$ cat config.mk
export PLATFORM = sky130hd
export DESIGN_NAME = quadrature_encoder_with_button_top
export DESIGN_NICKNAME = d
export VERILOG_FILES = /design/src/rtl/qei_pkg.sv /design/src/rtl/qei_core.sv /design/src/rtl/quadrature_encoder_with_button_top.sv
export SDC_FILE = /design/constraint.sdc
export NUM_CORES = 1
export LEC_CHECK = 0
export BUFFER_PORTS_ARGS = -buffer_cell sky130_fd_sc_hd__buf_2
export CAP_MARGIN = 10
export CORE_ASPECT_RATIO = 0.8
export CORE_MARGIN = 10
export CORE_UTILIZATION = 58
export CTS_CLUSTER_DIAMETER = 80
export DETAILED_ROUTE_END_ITERATION = 8
export PLACE_DENSITY = 0.86
export SETUP_SLACK_MARGIN = 0.1
export SLEW_MARGIN = 20
export SYNTH_ARGS = -nofsm -noshare
export SYNTH_HDL_FRONTEND = slang
export SYNTH_HIERARCHICAL = 1
export SYNTH_SLANG_ARGS = --single-unit
$ cat constraint.sdc
create_clock -name i_clk -period 17.5 [get_ports i_clk]
set_clock_uncertainty 0.1 [all_clocks]
set_input_delay 1.75 -clock i_clk [delete_from_list [all_inputs] [get_ports i_clk]]
set_output_delay 1.75 -clock i_clk [all_outputs]
set_load 0.01 [all_outputs]
$ cat src/rtl/qei_pkg.sv
`timescale 1ns / 1ps
// ----------------------------------------------------------------------------
// qei_pkg
// shared types, constants and helper functions for the x4 quadrature
// decoder with debounced switch and paced reporting
// ----------------------------------------------------------------------------
package qei_pkg;

    localparam int unsigned TimeW  = 32;
    localparam int unsigned CountW = 32;
    localparam int unsigned IvlW   = 16;
    localparam int unsigned McW    = 4;
    localparam int unsigned ModeW  = 3;
    localparam int unsigned CfgIdxW = 2;

    localparam logic [IvlW-1:0] FastReset     = 16'd200;
    localparam logic [IvlW-1:0] SlowReset     = 16'd1000;
    localparam logic [IvlW-1:0] DebounceReset = 16'd25;
    localparam logic [McW-1:0]  ModeCntReset  = 4'd5;
    localparam logic [1:0]      AbReset       = 2'b11;
    localparam logic [McW-1:0]  ModeCntMax    = 4'd8;

    typedef enum logic [CfgIdxW-1:0] {
        CFG_FAST     = 2'd0,
        CFG_SLOW     = 2'd1,
        CFG_DEBOUNCE = 2'd2,
        CFG_MODE_CNT = 2'd3
    } t_cfg_idx;

    typedef enum logic {
        FUNC_SAMPLE  = 1'b0,
        FUNC_SERVICE = 1'b1
    } t_func;

    typedef struct packed {
        logic [IvlW-1:0] fast_ivl;
        logic [IvlW-1:0] slow_ivl;
        logic [IvlW-1:0] debounce;
        logic [McW-1:0]  mode_cnt;
    } t_cfg;

    typedef struct packed {
        logic             func;
        logic             pin_a;
        logic             pin_b;
        logic             pin_sw;
        logic [TimeW-1:0] now_ms;
    } t_item;

    typedef struct packed {
        logic                     report_valid;
        logic signed [CountW-1:0] position;
        logic signed [CountW-1:0] delta;
        logic                     adjust_valid;
        logic                     button_event;
        logic                     button_pressed;
        logic                     mode_change;
        logic [ModeW-1:0]         mode_index;
    } t_result;

    // transition step indexed by {prev_ab, cur_ab}: 1 up, 2 down, 0 none
    function automatic logic [1:0] step_code(input logic [3:0] idx);
        logic [1:0] code;
        unique case (idx)
            4'd2, 4'd4, 4'd11, 4'd13: code = 2'd1;
            4'd1, 4'd7, 4'd8,  4'd14: code = 2'd2;
            default:                  code = 2'd0;
        endcase
        return code;
    endfunction

    function automatic logic [McW-1:0] eff_mode_cnt(input logic [McW-1:0] mc);
        logic [McW-1:0] r;
        if (mc == '0) begin
            r = 4'd1;
        end else if (mc > ModeCntMax) begin
            r = ModeCntMax;
        end else begin
            r = mc;
        end
        return r;
    endfunction

    // (v mod c) for v in 1..8, c in 1..8, by bounded subtraction
    function automatic logic [ModeW-1:0] mode_mod(input logic [McW-1:0] v,
                                                 input logic [McW-1:0] c);
        logic [McW-1:0] r;
        r = v;
        for (int k = 0; k < 8; k++) begin
            if (r >= c) begin
                r = r - c;
            end
        end
        return r[ModeW-1:0];
    endfunction

endpackage

$ cat src/rtl/qei_core.sv
`timescale 1ns / 1ps
// ----------------------------------------------------------------------------
// qei_core
// decoder state and combinational next-state update: position, pending delta, report
// pacing, switch debounce and mode index
// ----------------------------------------------------------------------------
module qei_core import qei_pkg::*; (
    input  logic    i_clk,
    input  logic    i_rst_n,
    input  logic    i_fire,
    input  t_item   i_item,
    input  t_cfg    i_cfg,
    output t_result o_result
);

    logic [1:0]        r_prev_ab,   n_prev_ab;
    logic [CountW-1:0] r_pos,       n_pos;
    logic [CountW-1:0] r_pend,      n_pend;
    logic [TimeW-1:0]  r_last_rep,  n_last_rep;
    logic              r_sw_lvl,    n_sw_lvl;
    logic [TimeW-1:0]  r_last_sw,   n_last_sw;
    logic [ModeW-1:0]  r_mode,      n_mode;

    logic [1:0]        cur_ab;
    logic [1:0]        code;
    logic [CountW-1:0] step;
    logic [TimeW-1:0]  since_rep;
    logic [TimeW-1:0]  since_sw;
    logic              moving;
    logic              report;
    logic              sw_edge;
    logic              press;

    always_comb begin
        cur_ab    = {i_item.pin_a, i_item.pin_b};
        code      = step_code({r_prev_ab, cur_ab});
        unique case (code)
            2'd1:    step = CountW'(1);
            2'd2:    step = '1;
            default: step = '0;
        endcase
        since_rep = i_item.now_ms - r_last_rep;
        since_sw  = i_item.now_ms - r_last_sw;
        moving    = (r_pend != '0);
        report    = (moving && (since_rep >= TimeW'(i_cfg.fast_ivl)))
                    || (since_rep >= TimeW'(i_cfg.slow_ivl));
        sw_edge   = (i_item.pin_sw != r_sw_lvl) && (since_sw >= TimeW'(i_cfg.debounce));
        press     = sw_edge && !i_item.pin_sw;

        n_prev_ab  = r_prev_ab;
        n_pos      = r_pos;
        n_pend     = r_pend;
        n_last_rep = r_last_rep;
        n_sw_lvl   = r_sw_lvl;
        n_last_sw  = r_last_sw;
        n_mode     = r_mode;

        o_result = '0;

        if (i_item.func == FUNC_SAMPLE) begin
            n_prev_ab = cur_ab;
            n_pos     = r_pos + step;
            n_pend    = r_pend + step;
        end else begin
            n_pend = '0;
            if (report) begin
                n_last_rep = i_item.now_ms;
            end
            if (sw_edge) begin
                n_sw_lvl  = i_item.pin_sw;
                n_last_sw = i_item.now_ms;
            end
            if (press) begin
                n_mode = mode_mod(McW'(r_mode) + McW'(1), eff_mode_cnt(i_cfg.mode_cnt));
            end
            o_result.report_valid   = report;
            o_result.delta          = r_pend;
            o_result.adjust_valid   = moving;
            o_result.button_event   = sw_edge;
            o_result.button_pressed = press;
            o_result.mode_change    = press;
        end
        o_result.position   = n_pos;
        o_result.mode_index = n_mode;
    end

    always_ff @(posedge i_clk) begin
        if (!i_rst_n) begin
            r_prev_ab  <= AbReset;
            r_pos      <= '0;
            r_pend     <= '0;
            r_last_rep <= '0;
            r_sw_lvl   <= 1'b1;
            r_last_sw  <= '0;
            r_mode     <= '0;
        end else if (i_fire) begin
            r_prev_ab  <= n_prev_ab;
            r_pos      <= n_pos;
            r_pend     <= n_pend;
            r_last_rep <= n_last_rep;
            r_sw_lvl   <= n_sw_lvl;
            r_last_sw  <= n_last_sw;
            r_mode     <= n_mode;
        end
    end

endmodule

$ cat src/rtl/quadrature_encoder_with_button_top.sv
`timescale 1ns / 1ps
// ----------------------------------------------------------------------------
// quadrature_encoder_with_button_top
// x4 quadrature decoder with debounced push switch and paced reporting
//
// channel  | handshake               | payload
// ---------+-------------------------+-------------------------------------
// input    | i_valid / o_stall       | i_func i_pin_a i_pin_b i_pin_sw i_now_ms
// result   | o_valid / i_stall       | o_report_valid .. o_mode_index
// config   | i_cfg_valid/o_cfg_ready | i_cfg_index i_cfg_data
//
// one item per cycle sustained while the result is not stalled; an item is held in the input register,
// is processed by qei_core and lands in the result register
// synchronous active-low reset restores the register defaults and decoder state
// a stalled result holds the result register; the input register then holds
// and o_stall rises only when both are full
// ----------------------------------------------------------------------------
module quadrature_encoder_with_button_top import qei_pkg::*; (
    input  logic                     i_clk,
    input  logic                     i_rst_n,
    input  logic                     i_valid,
    output logic                     o_stall,
    input  logic                     i_func,
    input  logic                     i_pin_a,
    input  logic                     i_pin_b,
    input  logic                     i_pin_sw,
    input  logic [TimeW-1:0]         i_now_ms,
    output logic                     o_valid,
    input  logic                     i_stall,
    output logic                     o_report_valid,
    output logic signed [CountW-1:0] o_position,
    output logic signed [CountW-1:0] o_delta,
    output logic                     o_adjust_valid,
    output logic                     o_button_event,
    output logic                     o_button_pressed,
    output logic                     o_mode_change,
    output logic [ModeW-1:0]         o_mode_index,
    input  logic                     i_cfg_valid,
    output logic                     o_cfg_ready,
    input  logic [CfgIdxW-1:0]       i_cfg_index,
    input  logic [IvlW-1:0]          i_cfg_data
);

    t_cfg    r_cfg;
    logic    r_in_valid;
    t_item   r_in;
    logic    r_out_valid;
    t_result r_out;
    t_result core_res;
    logic    advance;
    logic    accept;

    assign advance     = !r_out_valid || !i_stall;
    assign o_stall     = r_in_valid && !advance;
    assign accept      = i_valid && !o_stall;
    assign o_cfg_ready = 1'b1;

    always_ff @(posedge i_clk) begin
        if (!i_rst_n) begin
            r_cfg.fast_ivl <= FastReset;
            r_cfg.slow_ivl <= SlowReset;
            r_cfg.debounce <= DebounceReset;
            r_cfg.mode_cnt <= ModeCntReset;
        end else if (i_cfg_valid) begin
            unique case (t_cfg_idx'(i_cfg_index))
                CFG_FAST:     r_cfg.fast_ivl <= i_cfg_data;
                CFG_SLOW:     r_cfg.slow_ivl <= i_cfg_data;
                CFG_DEBOUNCE: r_cfg.debounce <= i_cfg_data;
                CFG_MODE_CNT: r_cfg.mode_cnt <= i_cfg_data[McW-1:0];
                default:      r_cfg.mode_cnt <= r_cfg.mode_cnt;
            endcase
        end
    end

    // input register
    always_ff @(posedge i_clk) begin
        if (!i_rst_n) begin
            r_in_valid <= 1'b0;
        end else if (advance || !r_in_valid) begin
            r_in_valid <= accept;
        end
    end

    always_ff @(posedge i_clk) begin
        if (accept) begin
            r_in.func   <= i_func;
            r_in.pin_a  <= i_pin_a;
            r_in.pin_b  <= i_pin_b;
            r_in.pin_sw <= i_pin_sw;
            r_in.now_ms <= i_now_ms;
        end
    end

    qei_core u_core (
        .i_clk    (i_clk),
        .i_rst_n  (i_rst_n),
        .i_fire   (r_in_valid && advance),
        .i_item   (r_in),
        .i_cfg    (r_cfg),
        .o_result (core_res)
    );

    // result register
    always_ff @(posedge i_clk) begin
        if (!i_rst_n) begin
            r_out_valid <= 1'b0;
        end else if (advance) begin
            r_out_valid <= r_in_valid;
        end
    end

    always_ff @(posedge i_clk) begin
        if (advance && r_in_valid) begin
            r_out <= core_res;
        end
    end

    assign o_valid          = r_out_valid;
    assign o_report_valid   = r_out.report_valid;
    assign o_position       = r_out.position;
    assign o_delta          = r_out.delta;
    assign o_adjust_valid   = r_out.adjust_valid;
    assign o_button_event   = r_out.button_event;
    assign o_button_pressed = r_out.button_pressed;
    assign o_mode_change    = r_out.mode_change;
    assign o_mode_index     = r_out.mode_index;

endmodule
# Yosys cells after proc, flatten, opt, wreduce, memory -nomap -nowiden
# Memories as Yosys holds them, arrays and structs flattened.
# Cells that the tools add are included.
op_classes:
  n_addsub: 13
  mul: 0
  n_div: 0
  n_lt_le_gt_ge: 12
  eq_ne: 6
  shift: 0
  mux: 31
  n_bitwise: 1
  reduce_logical: 25
ops:
  columns: ["op", "count"]
  rows:
  - ["$mux W4", 25]
  - ["$ge A32 B16 Y1", 3]
  - ["$add A32 B32 Y32", 2]
  - ["$mux W32", 2]
  - ["$pmux W32 S2", 1]
  - ["$sub A32 B32 Y32", 2]
  - ["$ge A4 B4 Y1", 8]
  - ["$reduce_bool A32 Y1", 1]
  - ["$sub A4 B4 Y4", 7]
  - ["$reduce_and A2 Y1", 5]
  - ["$mux W3", 3]
  - ["$eq A2 B2 Y1 const B", 3]
  - ["$logic_and A1 B1 Y1", 6]
  - ["$logic_not A1 Y1", 6]
  - ["$reduce_and A3 Y1", 2]
  - ["$add A3 B1 Y4 const B", 1]
  - ["$eq A2 B1 Y1 const B", 2]
  - ["$gt A4 B4 Y1 const B", 1]
  - ["$logic_not A4 Y1", 1]
  - ["$logic_or A1 B1 Y1", 3]
  - ["$sub A3 B3 Y3", 1]
  - ["$logic_not A2 Y1", 1]
  - ["$ne A1 B1 Y1", 1]
  - ["$not A1 Y1", 1]
totals:
  register_bits: 295
  latch_bits: 0
  ram_bits: 0
  mem_bits_ro: 32
  output_inout_bits: 75
  mem_count: 1
memory_table:
  columns: ["name", "words", "width", "read_ports", "rd_clocked_by_memory_dff", "wr", "line_no", "rtl"]
  rows:
  - ["(name not given)", 16, 2, 1, 0, 0, "qei_pkg.sv:64", "unique case (idx)"]

# Depth between registers and ports, before layout
# Gate-level depths: netlist (run 1).
depth:
  ltp_word: 38
  ltp_mapped: 60

# By module
# The synthesis (run 1) kept the hierarchy.
modules_own_cells:
  columns: ["mod", "instances", "cells_per_inst", "area_per_inst_um2"]
  rows:
  - ["qei_core", 1, 1985, 14999.4]
  - ["quadrature_encoder_with_button_top", 1, 321, 5392.7]

# Worst setup path after synthesis (run 1)
# Ideal clock, no wire load.
synth_timing:
  path_type: "reg-to-reg"
  startpoint: "reg r_cfg[3] (netlist name)"
  endpoint: "reg r_out, in the netlist o_mode_index[2] (data pin)"
  setup_ps: 260
  t_arrival_ps: 11821
  required_time_ps: 17140
  setup_slack_ps: 5319
  stages_incl_launch_ff: 59
  path_cell_list: "dfxtp_1 -> inv_1 -> nand2_1 -> inv_1 -> fa_1 -> a21boi_1 -> o211ai_1 -> mux2_2 -> inv_1 -> ha_1 -> a21bo_2 -> a21o_1 -> a21oi_1 -> mux2i_1 -> inv_1 -> ha_1 -> fa_1 -> a21bo_2 -> [... 23 more ...] -> a21oi_1 -> nor2_1 -> a21oi_1 -> inv_1 -> ha_1 -> nand2_1 -> nand2_1 -> a21o_1 -> a21oi_1 -> mux2_2 -> ha_1 -> inv_1 -> fa_1 -> a21o_1 -> a21o_1 -> a21oi_1 -> mux2_2 -> mux2_2"
synth_lines:
  columns: ["item", "line_no", "rtl"]
  rows:
  - ["start, declared", "quadrature_encoder_with_button_top.sv:44", "t_cfg r_cfg;"]
  - ["end signal, assigned", "quadrature_encoder_with_button_top.sv:114", "r_out <= core_res;"]
  - ["end, declared", "quadrature_encoder_with_button_top.sv:48", "t_result r_out;"]

==> results of run 1 <==
[path summary, 6_finish.rpt]
check | slack (ns) | cells after the start | from | to
worst min-delay path | 0.36 | 2 | r_cfg[33] | r_cfg[33]
worst max register to register | 3.21 | 56 | r_cfg[3] | o_mode_index[1]
worst min register to register | 0.36 | 2 | r_cfg[33] | r_cfg[33]
worst max-delay path | 3.21 | 56 | r_cfg[3] | o_mode_index[1]
[cells by family (layout without fill, tap and decap cells)]
family,count (synthesis),count (layout),share of synthesized area
xor gates and xnor gates,113,113,0.04853
DFF,296,296,0.3436
other,1,2,0.0001839
buffers and inverters,278,386,0.05755
and+or+nand+nor,706,706,0.1651
adders and majority gates,218,218,0.1382
muxes,151,151,0.07559
AOI/OAI and AO/OA,543,543,0.1712
[routing by layer]
metal / wire [µm] / vias up / global-route usage
li1: - / 8379 / -
met1: 23410 / 8143 / 0.3065
met2: 23050 / 502 / 0.3687
met3: 3103 / 79 / 0.03424
met4: 1002 / 0 / 0.05492
met5: 0 / - / 0
[area by class of cell]
type / instances / share of cell area
Multi-Input combinational cell: 1732 / 0.5477
Sequential cell: 296 / 0.3135
Clock buffer: 38 / 0.03774
Timing Repair Buffer: 142 / 0.03320
Inverter: 186 / 0.03124
Tap cell: 472 / 0.02643
Clock inverter: 20 / 0.01002
Antenna cell: 1 / 0.0001120
[power groups by stage]
stage               combinational (W)  sequential (W)  clock [W]
floorplan                     0.00276        0.000811          0
global placement              0.00314        0.000808          0
detailed placement            0.00328        0.000809          0
CTS                           0.00332        0.000794   0.000705
global route                  0.00383        0.000797   0.000733
finish                        0.00334        0.000795   0.000690
[registers in the layout, summed over array words and instances, names as in the netlist]
signal / cells
o_mode_change: 1
o_report_valid: 1
o_button_pressed: 1
u_core/r_last_rep: 32
o_valid: 1
r_cfg: 52
r_in: 36
o_adjust_valid: 1
u_core/r_sw_lvl: 1
r_in_valid: 1
o_button_event: 1
o_mode_index: 3
u_core/r_mode: 3
u_core/r_pend: 32
u_core/r_prev_ab: 2
o_position: 32
u_core/r_last_sw: 32
u_core/r_pos: 32
o_delta: 32
[metrics by stage]
step                      setup WS (ns)  cells
after floorplan                   5.319   2306
after global placement            4.008   2828
after detailed placement          3.336   2828
after CTS                         3.289   2886
after global routing              2.291   2886
final                             3.208   2887
[cell usage in the layout (no fill, tap or decap), types with 7 or more instances in the layout]
| cell | count |
|---|---|
| nor4_1 | 16 |
| nor2b_1 | 25 |
| nor2_1 | 119 |
| mux2i_1 | 127 |
| ha_1 | 205 |
| a31oi_1 | 16 |
| o21ai_0 | 128 |
| o22ai_1 | 29 |
| clkbuf_16 | 32 |
| xor2_1 | 43 |
| a211oi_1 | 23 |
| o31ai_1 | 13 |
| dfxtp_1 | 188 |
| o21a_1 | 21 |
| buf_4 | 10 |
| fa_1 | 12 |
| nor3b_1 | 7 |
| mux2_2 | 24 |
| buf_2 | 131 |
| o21bai_1 | 12 |
| inv_1 | 185 |
| edfxtp_1 | 108 |
| nor3_1 | 21 |
| nand3_1 | 33 |
| a21boi_0 | 9 |
| a2111oi_0 | 7 |
| nand2b_1 | 24 |
| and3_1 | 16 |
| nand2_1 | 306 |
| a21oi_1 | 131 |
| and2_1 | 63 |
| a21o_1 | 67 |
| xnor2_1 | 70 |
| nand4_1 | 29 |
| o211ai_1 | 24 |
[worst min-delay path, cell delays in order (launching register included)]
cell     delay, ns
dfxtp_1       0.31
nand2_1       0.05
mux2i_1       0.05
==> key figures, run 1 <==
Clock network
  • CTS tree: done
  • # H-tree levels: 1
  • CTS max path bufs: 3
  • CTS Buf Count: 31
  • Post-CTS sizing: 0
  • Reg clk slew, reported paths: about 0.070 ns
  • # Post-CTS Setup Buffers: 0
  • Post-CTS Hold Buffers: 0
  • Root Buffer: clkbuf_16
  • CTS sink count: a little under 300
  • Clock latency on the worst-skew pair: approximately 0.6 ns

Synthesis
  • Mapped cell area: between 20000 and 25000 µm²
  • Seq cells post-synth: 296
  • Unique masters post-synth: 85
  • Area share of the largest cell type after synthesis: 0.1846
  • Synth cell count leaders: nand2_1 (307), ha_1 (206), dfxtp_1 (188), inv_1 (185), a21oi_1 (131)
  • Top_reg_cell synth: dfxtp_1
  • Most common cell in the netlist: nand2_1
  • Yosys top cell by area: dfxtp_1
  • Async set-reset flop share out of synthesis: 0
  • Synth warn: 6
  • Post-Synthesis Mean Instance Area: around 8.8 µm²
  • Post-synth EDFFs: ~110
  • Seq/Total Area, Yosys: 0.3436
  • Top cells by area, synth: dfxtp_1 (18%), edfxtp_1 (16%), ha_1 (13%)
  • Syn_nets: about 2.6k
  • Syn Inst Count: 2306

Timing
  • Slew @ Worst Pin: 1.059 ns
  • Period minus WS final: roughly 14 ns
  • RSZ-0062 raised after global routing: no
  • Setup TNS: 0 ns
  • Max-slew violation count: 0
  • Max-Slew Margin vs Limit: 0.2943
  • Max Clk Rate: ~0.07 GHz
  • Hold slack: 0.3587 ns
  • Final period utilization: 0.8167
  • Setup-failing EPs final: 0
  • Hold Vio Cnt, Final: 0

Power and ir drop
  • Flop pwr share: 0.165
  • Clk pwr share: 0.143
  • Worst VDD drop: approximately 0.00079 V
  • LEAKAGE: roughly 9.3 nW
  • Internal power: ~0.0028 W
  • Switching share of power: 0.4111
  • Total power: about 0.0048 W
  • PD cells: 215.7 nW/µm²
  • Comb pwr share: 0.692
  • NetSw: between 0.0015 and 0.002 W

Critical path
  • Nature of the critical path endpoint: flop
  • Critical path class: reg2reg
  • Largest delay share family, worst path: compound AO/OA/AOI/OAI gates
  • CP Launch Type: flop
  • Critical path's slowest cell: a21oi_1
  • Worst EP arrival: between 10 and 15 ns
  • CP Max Fanout: 11
  • CP Data Required Time: 17.75 ns
  • Crit path largest cell delay: around 0.67 ns
  • Critical path buffer and inverter count: 5
  • CP most frequent cell: a21o_1

Floorplanning
  • Die area: approximately 43000 µm²
  • DIE HEIGHT: 187.7 µm
  • Num ports: around 130
  • Initial core utilization: 0.5872
  • Row count: 61
  • Core area: approximately 35000 µm²
  • Die W: around 230 µm

Run status
  • Status: completed

Routing
  • DR vias/cell: between 5 and 6
  • Drt drc: 0
  • Wirelength, routed: 50.57 mm
  • Routed len/inst: 17.52 µm
  • Vias: 17.10k
  • DRT iter0 DRCs: around 1.5k
  • First drt pass iteration count: 6
  • Antenna viol nets, final: 0

Layout
  • Layout cells sized above 1: 0.1015
  • Filler cells: about 2.8k
  • Final core occ: 0.6435
  • Nets: 2666
  • Design Area, Final: approximately 22000 µm²
  • Register Area: between 7000 and 8000 µm²
  • Footprint of the multi-input gates: between 10000 and 15000 µm²
  • Area growth syn-to-layout: 9.590%

Worst hold path
  • HP Class: reg2reg

Placed design
  • Port bufs: about 130
  • GP Congestion: around 0.93
  • Final HPWL DP: approximately 37 mm
  • Placed Area: ~21000 µm²

Global route
  • Number of global-route vias before repair: about 17k
  • GR Overflow Total: 0
  • GRT Util Overall: 0.2254
  • Pin count of the biggest net entering global routing: 85
  • First-pass GRT wire length: about 82 mm
  • Initial antenna violation count: 1

Job
  • Max_cap viols: 0
Power figures use the tool's default switching activity.
==> inputs of run 2 (changes only) <==
==> constraint.sdc (replaced) <==
create_clock -name i_clk -period 13.6 [get_ports i_clk]
set_clock_uncertainty 0.1 [all_clocks]
set_input_delay 1.36 -clock i_clk [delete_from_list [all_inputs] [get_ports i_clk]]
set_output_delay 1.36 -clock i_clk [all_outputs]
set_load 0.01 [all_outputs]
==> run 2 against run 1 <==
Net effect: non-clock buffer count is 3 higher; via count is 0.39% higher; global-route usage grew 0.36 points; worst hold slack got worse by 0.00052 ns; power rose by 30%; largest cell class unchanged; critical path depth up 1; routed wire length up 0.78%; register-to-register slack worse by 2.2 ns; clock power grew 33%; final cell count increased by 0.24%; core utilization up 0.28 points; sequential cell count stayed put.
==> key figures, run 2 (synthesis gave the netlist of run 1 again) <==
Run status
  • Status: completed (unchanged)

Worst hold path
  • Hold EP: r_cfg[34] (was r_cfg[33])
  • Hold depth: 2 (unchanged)
  • HP Class: reg2reg (unchanged)
  • Hold path startpoint: r_cfg[34] (was r_cfg[33])

Placed design
  • Final HPWL DP: 37.18 mm (was 36.97 mm)
  • Port bufs: 132 (unchanged)
  • Pre-CTS setup slack: 0.5570 ns (was 3.336 ns)
  • GP Congestion: 0.9342 (was 0.9321)
  • Placed Area: 21300 µm² (was 21270 µm²)
  • Placed insts: 2831 (was 2828)

Floorplanning
  • Die area: 43110 µm² (unchanged)
  • Row count: 61 (unchanged)
  • DIE HEIGHT: 187.7 µm (unchanged)
  • Core area: 34730 µm² (unchanged)
  • Initial core utilization: 0.5872 (unchanged)
  • Die W: 229.6 µm (unchanged)
  • Num ports: 134 (unchanged)

Critical path
  • Critical path's slowest cell: ha_1 (was a21oi_1)
  • Critical path class: reg2reg (unchanged)
  • CP Data Required Time: 13.77 ns (was 17.75 ns)
  • CP Max Fanout: 11 (unchanged)
  • CP most frequent cell: a21o_1 (unchanged)
  • Reg2Reg Setup Slack: 1.02 ns (was 3.21 ns)
  • Reg2reg end: o_mode_index[1] (unchanged)
  • CP Launch Type: flop (unchanged)
  • Crit path largest cell delay: 0.47 ns (was 0.67 ns)
  • Reg2Reg Depth: 57 (was 56)
  • Reg2reg start: r_cfg[3] (unchanged)
  • Nature of the critical path endpoint: flop (unchanged)
  • Worst EP arrival: 12.75 ns (was 14.54 ns)

Timing
  • Max-Slew Margin vs Limit: 0.3038 (was 0.2943)
  • Worst setup slack after layout: 1.023 ns (was 3.208 ns)
  • Slew @ Worst Pin: 1.044 ns (was 1.059 ns)
  • Final period utilization: 0.9248 (was 0.8167)
  • Max Clk Rate: 0.07951 GHz (was 0.06997 GHz)
  • Max-slew violation count: 0 (unchanged)
  • Setup-failing EPs final: 0 (unchanged)
  • RSZ-0062 raised after global routing: no (unchanged)
  • Setup TNS: 0 ns (unchanged)
  • Hold Vio Cnt, Final: 0 (unchanged)
  • Period minus WS final: 12.58 ns (was 14.29 ns)

Layout
  • Filler cells: 2794 (was 2830)
  • Layout cells sized above 1: 0.1045 (was 0.1015)
  • Most frequent cells in the layout: nand2_1 (306), ha_1 (205), dfxtp_1 (188), inv_1 (185), buf_2 (131) (was nand2_1 (306), ha_1 (205), dfxtp_1 (188), inv_1 (185))
  • Largest reg by FF count: r_cfg (unchanged)
  • Post-Layout Cell Count: 2894 (was 2887)
  • Nets: 2672 (was 2666)
  • Area growth syn-to-layout: 10.07% (was 9.590%)
  • Number of flip-flops under the largest register name: 52 (unchanged)
  • Largest registers: r_cfg (52), r_in (36) (unchanged)
  • Most common cell after layout, fill and taps aside: nand2_1 (unchanged)
  • Design Area, Final: 22450 µm² (was 22350 µm²)
  • Final core occ: 0.6464 (was 0.6435)

Clock network
  • CTS tree: done (unchanged)
  • Clock latency on the worst-skew pair: 0.53 ns (was 0.60 ns)
  • CTS sink count: 296 (unchanged)
  • Reg clk slew, reported paths: 0.06 ns (was 0.07 ns)
  • # Post-CTS Setup Buffers: 0 (unchanged)
  • Root Buffer: clkbuf_16 (unchanged)
  • # H-tree levels: 2 (was 1)
  • CTS max path bufs: 3 (unchanged)
  • CTS Buf Count: 34 (was 31)

Routing
  • DR vias/cell: 5.933 (was 5.924)
  • DRT iter0 DRCs: 1591 (was 1497)
  • Drt drc: 0 (unchanged)
  • Wirelength, routed: 50.96 mm (was 50.57 mm)
  • First drt pass iteration count: 8 (was 6)
  • Vias: 17.17k (was 17.10k)
  • Antenna viol nets, final: 0 (unchanged)
  • Routed len/inst: 17.61 µm (was 17.52 µm)

Power and ir drop
  • Worst VDD drop: 0.001004 V (was 0.0007872 V)
  • LEAKAGE: 9.400 nW (was 9.344 nW)
  • PD cells: 279.6 nW/µm² (was 215.7 nW/µm²)

Global route
  • GR Overflow Total: 0 (unchanged)
  • Pin count of the biggest net entering global routing: 166 (was 85)
  • Number of global-route vias before repair: 16.62k (was 16.55k)
  • First-pass GRT wire length: 83.48 mm (was 82.34 mm)
  • Initial antenna violation count: 1 (unchanged)
  • GRT Util Overall: 0.2290 (was 0.2254)

Job
  • Max_cap viols: 0 (unchanged)
[run 2: cell types whose count changed in the layout (fill, tap and decap cells not counted), sizes merged]
cell / delta
buf: +2
bufinv: -3
clkbuf: +13
clkinv: -2
clkinvlp: -2
inv: -1
[run 2: power by group]
group / switching (W) / internal (W)
clock: 0.000375 / 0.000543
combinational: 0.00217 / 0.00216
sequential: 0.0000260 / 0.000996
total: 0.00258 / 0.00370
[run 2: how the worst max path moves through the flow]
stage / depth (start not counted) / to / startpoint
3_5_place_dp: 59 / o_mode_index[1] / r_cfg[3]
5_1_grt: 59 / o_mode_index[2] / r_cfg[3]
3_3_place_gp: 59 / o_mode_index[1] / r_cfg[3]
2_1_floorplan: 58 / o_mode_index[2] / r_cfg[3]
4_1_cts: 59 / o_mode_index[1] / r_cfg[3]
6_report: 57 / o_mode_index[1] / r_cfg[3]
[run 2: worst max-delay path, delay by kind of cell (launching register included)]
kind	cells	cell delay, ns
flops	1	0.32
compound gates	25	5.12
simple gates	9	0.95
buf+inv	6	0.75
fa+ha+maj	12	3.44
mux	5	1.62
[run 2: cell type report]
class / instances / area [µm²] / area share
timing repair buffer: 145 / 767.0 / 0.03417
tap: 472 / 590.6 / 0.02631
clock buffer: 50 / 1057 / 0.04710
multi-input combinational: 1732 / 12260 / 0.5460
sequential: 296 / 7007 / 0.3122
clock inverter: 12 / 68.82 / 0.003066
inverter: 186 / 698.2 / 0.03110
antenna: 1 / 2.502 / 0.0001115
[run 2: stage by stage]
step / hold slack (ns) / power, W
6_report: 0.3582 / 0.006276
5_1_grt: 0.3762 / 0.006833
4_1_cts: 0.3599 / 0.006205
3_5_place_dp: 0.3480 / 0.005274
3_3_place_gp: 0.3435 / 0.005045
2_1_floorplan: 0.3347 / 0.004591
[run 2: timing repair]
action	CTS	global route
hold buffers	0	0
endpoints found under the setup margin	0	6
gates resized for setup	0	5
[run 2: routing by layer]
| metal | global-route usage | vias up | wire length (µm) | part of all wire |
|---|---|---|---|---|
| li1 | - | 8366 | - | - |
| met1 | 0.3111 | 8217 | 23450 | 0.46 |
| met2 | 0.3715 | 497 | 23240 | 0.46 |
| met3 | 0.03620 | 90 | 3176 | 0.062 |
| met4 | 0.06102 | 0 | 1088 | 0.021 |
| met5 | 0 | - | 0 | 0 |
